===== src/design/tccs_pkg.sv =====
// ----------------------------------------------------------------------------
// tccs_pkg
// Shared constants, state type and control structs of the text console
// cursor and scroll engine.
// ----------------------------------------------------------------------------
package tccs_pkg;

	localparam int COLUMNS      = 80;
	localparam int ROWS         = 25;
	localparam int CELL_COUNT   = COLUMNS * ROWS;
	localparam int ADDR_W       = $clog2(CELL_COUNT);
	localparam int COL_W        = $clog2(COLUMNS);
	localparam int CELL_W       = 16;
	localparam int CHAR_W       = 9;
	localparam int ATTR_W       = 8;
	localparam int SCROLL_LIMIT = (ROWS - 1) * COLUMNS;
	localparam int ZERO_START   = (ROWS - 2) * COLUMNS;

	localparam logic              OP_PUT         = 1'b0;
	localparam logic              OP_READ        = 1'b1;
	localparam logic [CHAR_W-1:0] CODE_NEWLINE   = CHAR_W'(10);
	localparam logic [CHAR_W-1:0] CODE_BACKSPACE = CHAR_W'(256);
	localparam logic [7:0]        BLANK_CHAR     = 8'h20;
	localparam logic [ATTR_W-1:0] ATTR_RESET     = 8'h07;
	localparam logic [CELL_W-1:0] CELL_RESET     = 16'h0720;

	typedef enum logic [2:0] {
		ST_CLEAR,
		ST_IDLE,
		ST_PUT,
		ST_CHECK,
		ST_COPY,
		ST_ZERO,
		ST_BLANK,
		ST_DONE
	} tccs_state_t;

	typedef struct packed {
		logic accept;
		logic fill;
		logic put;
		logic check;
		logic copy;
		logic zero;
		logic blank;
		logic result_load;
	} tccs_cmd_t;

	typedef struct packed {
		logic in_read;
		logic fill_last;
		logic need_scroll;
		logic copy_last;
		logic zero_last;
		logic out_free;
	} tccs_sts_t;

endpackage


===== src/design/tccs_ctrl.sv =====
// ----------------------------------------------------------------------------
// tccs_ctrl
// Controller state machine that sequences fill, put, scroll and read steps.
// ----------------------------------------------------------------------------
module tccs_ctrl
	import tccs_pkg::*;
(
	input  logic      clk,
	input  logic      arst_n,
	input  logic      in_valid,
	output logic      in_ready,
	input  tccs_sts_t sts,
	output tccs_cmd_t cmd
);

	tccs_state_t state_q;
	tccs_state_t state_d;

	always_ff @(posedge clk or negedge arst_n) begin
		if (!arst_n) begin
			state_q <= ST_CLEAR;
		end else begin
			state_q <= state_d;
		end
	end

	always_comb begin
		state_d  = state_q;
		cmd      = '0;
		in_ready = 1'b0;
		unique case (state_q)
			ST_CLEAR: begin
				cmd.fill = 1'b1;
				if (sts.fill_last) begin
					state_d = ST_IDLE;
				end
			end
			ST_IDLE: begin
				in_ready = 1'b1;
				if (in_valid) begin
					cmd.accept = 1'b1;
					state_d    = sts.in_read ? ST_DONE : ST_PUT;
				end
			end
			ST_PUT: begin
				cmd.put = 1'b1;
				state_d = ST_CHECK;
			end
			ST_CHECK: begin
				cmd.check = 1'b1;
				state_d   = sts.need_scroll ? ST_COPY : ST_DONE;
			end
			ST_COPY: begin
				cmd.copy = 1'b1;
				if (sts.copy_last) begin
					state_d = ST_ZERO;
				end
			end
			ST_ZERO: begin
				cmd.zero = 1'b1;
				if (sts.zero_last) begin
					state_d = ST_BLANK;
				end
			end
			ST_BLANK: begin
				cmd.blank = 1'b1;
				state_d   = ST_DONE;
			end
			ST_DONE: begin
				if (sts.out_free) begin
					cmd.result_load = 1'b1;
					state_d         = ST_IDLE;
				end
			end
			default: begin
				state_d = ST_CLEAR;
			end
		endcase
	end

endmodule


===== config.mk =====
export PLATFORM = sky130hd
export DESIGN_NAME = tccs_ctrl
export DESIGN_NICKNAME = d
export VERILOG_FILES = /design/src/design/tccs_pkg.sv /design/src/design/tccs_ctrl.sv
export SDC_FILE = /design/constraint.sdc
export NUM_CORES = 1
export LEC_CHECK = 0
export ABC_AREA = 1
export BUFFER_PORTS_ARGS = -buffer_cell sky130_fd_sc_hd__buf_2
export CELL_PAD_IN_SITES_DETAIL_PLACEMENT = 1
export CELL_PAD_IN_SITES_GLOBAL_PLACEMENT = 1
export CORE_AREA = 2 2 39 41
export DETAILED_ROUTE_END_ITERATION = 16
export DIE_AREA = 0 0 41 43
export PLACE_DENSITY_LB_ADDON = 0.12
export SLEW_MARGIN = 10
export SYNTH_ARGS = -nofsm -noshare
export SYNTH_HDL_FRONTEND = slang
export SYNTH_SLANG_ARGS = --single-unit

===== constraint.sdc =====
create_clock -name clk -period 2.1 [get_ports clk]
set_input_delay 0.105 -clock clk [delete_from_list [all_inputs] [get_ports clk]]
set_output_delay 0.105 -clock clk [all_outputs]
set_load 0.05 [all_outputs]

==> flow_summary_export.csv <==
group,metric,value,unit
detailed_routing,viasPerCell,4.444,
worst_setup_path,crit_path_start_kind,"register",
placed_design,dp_cells,85,
final_layout,syn_to_final_growth,38.95,%
clocking,clkTransAtPathRegs,0.04,ns
sta,final-setup-viol-count,0,
logic_synthesis,synth_area_leaders,"dfrtp_1 22%, nand2_1 13%, inv_1 10%, nand4_1 9.4%, nand3_1 6.0%",
final_layout,nets,84,
final_layout,final_cell_count_no_fill,90,
clocking,cts_inserted_buffers,3,
placed_design,hpwl,769,um
die,die_x,41,um
logic_synthesis,ys_ff_latch,3,
sta,clock_skew,0.0006257,ns
logic_synthesis,synth_cell_types,18,
detailed_routing,drt_wl_total,991,um
die,die_h,43,um
logic_synthesis,synth_fp_nets,64,
worst_setup_path,r2r_end,"state_q[2]$_DFFE_PN0P_",
die,core_area,1384,um2
logic_synthesis,synth_top_cell_by_area,"dfrtp_1",
sta,maxSlewHeadroom,71.05,%
sta,tightest_slew,0.4342,ns
logic_synthesis,synthTopCellsByCount,"12 x nand2_1, 9 x inv_1, 5 x nand4_1",
detailed_routing,antenna_left,0,
job,drv_cap,0,
clocking,ctsHtreeMaxLevel,1,
worst_setup_path,reg2reg_depth,7,
placed_design,portBuffers,17,
worst_setup_path,worstPathArrival,1.55,ns
logic_synthesis,seq_area_frac_synth,22.47,%
worst_setup_path,reg2reg_setup_slack,0.69,ns
clocking,cts_buffer_depth,2,
clocking,cts_tree,"yes",
die,start_util,24.14,%
clocking,cts_resized,0,
sta,finalSetupTns,0,ns
global_routing,track_usage,14.19,%
logic_synthesis,netlist_instances,55,
global_routing,grt_pass1_wl,1697,um
logic_synthesis,yosysMostFrequentCell,"nand2_1",
placed_design,place_ws,0.6636,ns
logic_synthesis,async_reset_ff_share,100.0,%
die,rows,14,
status,outcome,"finished, final reports clean",
worst_setup_path,worstPathMaxFanout,13,
final_layout,diodes,0,
die,die_area,1763,um2
clocking,clock_sinks,3,
logic_synthesis,synth_top_area_share,22.47,%
worst_setup_path,r2r-start,"state_q[2]$_DFFE_PN0P_",
global_routing,overflow,0,
sta,rsz0062_at_grt,"false",
min_path,holdPathEnd,"state_q[1]$_DFFE_PN0P_",
placed_design,finalWeightedCongestion,0.7439,
detailed_routing,drt_iter0_drc,3,
min_path,hold_start,"sts[3]",
worst_setup_path,critPathRequiredTime,2.00,ns
detailed_routing,vias,400,
sta,max_freq,0.6027,GHz
detailed_routing,wl_per_cell,11.01,um
final_layout,top_regs,"state_q (3)",
sta,hold_viol_final,0,
worst_setup_path,path_class,"register to output port",
logic_synthesis,syn_area_per_cell,6.074,um2
min_path,hold_depth,4,
sta,finalCritPeriodShare,79.02,%
final_layout,largest_reg_flops,3,
global_routing,grt_pass1_vias,403,
final_layout,top_register,"state_q",
logic_synthesis,synth-edff-count,0,
logic_synthesis,ys_warn_count,0,
sta,maxSlewViolCount,0,
sta,min_period,1.659,ns
die,pin_count,18,
detailed_routing,firstDrtPassIters,3,
worst_setup_path,crit_path_end_kind,"output port",
detailed_routing,drcViolationCount,0,
sta,finalWorstSetupSlack,0.4407,ns
final_layout,drive_gt1_share,37.84,%
logic_synthesis,netlist_area,334.1,um2
clocking,cts-root-buf,"clkbuf_4",
min_path,hp-class,"input port to register",
global_routing,antenna_found_initial,0,
logic_synthesis,ys.flop_type,"dfrtp_1",
clocking,clkLatencyLatePin,0.23,ns
global_routing,grt_max_degree,14,
[critical path, cell delays in order (launching register included)]
cell and delay, ns:
dfrtp_1 0.58, inv_1 0.20, nor4_2 0.24, buf_2 0.30
[placed cells by master (no fill, tap or decap), types with 3 or more instances in the layout]
master,Yosys,routed
buf_2,1,17
nand2_1,12,12
inv_1,9,9
nand4_1,5,5
nand3_1,4,4
inv_2,3,3
nor3_1,3,3
clkbuf_4,0,3
dfrtp_1,3,3
[worst max path at each step]
stage,start,endpoint,slack (ns)
2_1_floorplan,state_q[2]$_DFFE_PN0P_,cmd[5],0.35
4_1_cts,state_q[2]$_DFFE_PN0P_,cmd[0],0.42
3_5_place_dp,state_q[2]$_DFFE_PN0P_,state_q[2]$_DFFE_PN0P_,0.66
3_3_place_gp,state_q[0]$_DFFE_PN0P_,cmd[0],0.68
5_1_grt,state_q[2]$_DFFE_PN0P_,cmd[0],0.30
6_report,state_q[2]$_DFFE_PN0P_,cmd[0],0.44
[kinds of logic (layout without fill, tap and decap cells)]
family | Yosys count | after routing | synth area share, %
compound gates | 4 | 4 | 5.993
simple gates | 32 | 32 | 48.31
flops | 3 | 3 | 22.47
buf+inv | 15 | 34 | 20.60
xor+xnor | 1 | 1 | 2.622
[metal layers]
metal	wire (um)	track usage, %
met2	469	20.31
met4	0	4.000
met5	0	0
met3	41	4.712
met1	480	19.74
[cell type report]
| class | count | area (um2) |
|---|---|---|
| Fill cell | 183 | 919.6 |
| Multi-Input combinational cell | 37 | 202.7 |
| Tap cell | 16 | 20.02 |
| Timing Repair Buffer | 18 | 95.09 |
| Sequential cell | 3 | 75.07 |
| Inverter | 12 | 45.04 |
| Clock buffer | 4 | 26.28 |
[stage by stage]
step	util [%]	area, um2	hold WS (ns)
floorplan	-	346.6	-0.1906
global placement	30.92	427.9	-0.09886
detailed placement	30.92	427.9	-0.09662
CTS	33.54	464.2	0.1917
global route	33.54	464.2	0.2418
finish	33.54	464.2	0.1986
[what timing repair did]
| item | in CTS | in global routing |
|---|---|---|
| hold endpoints to repair | 3 | 0 |
| setup endpoints to repair | 0 | 0 |
| setup buffers | 0 | 0 |
| hold buffers | 1 | 0 |
Power is not shown: default switching activity piles up to over one toggle a cycle in this logic, so the estimate is an artifact.
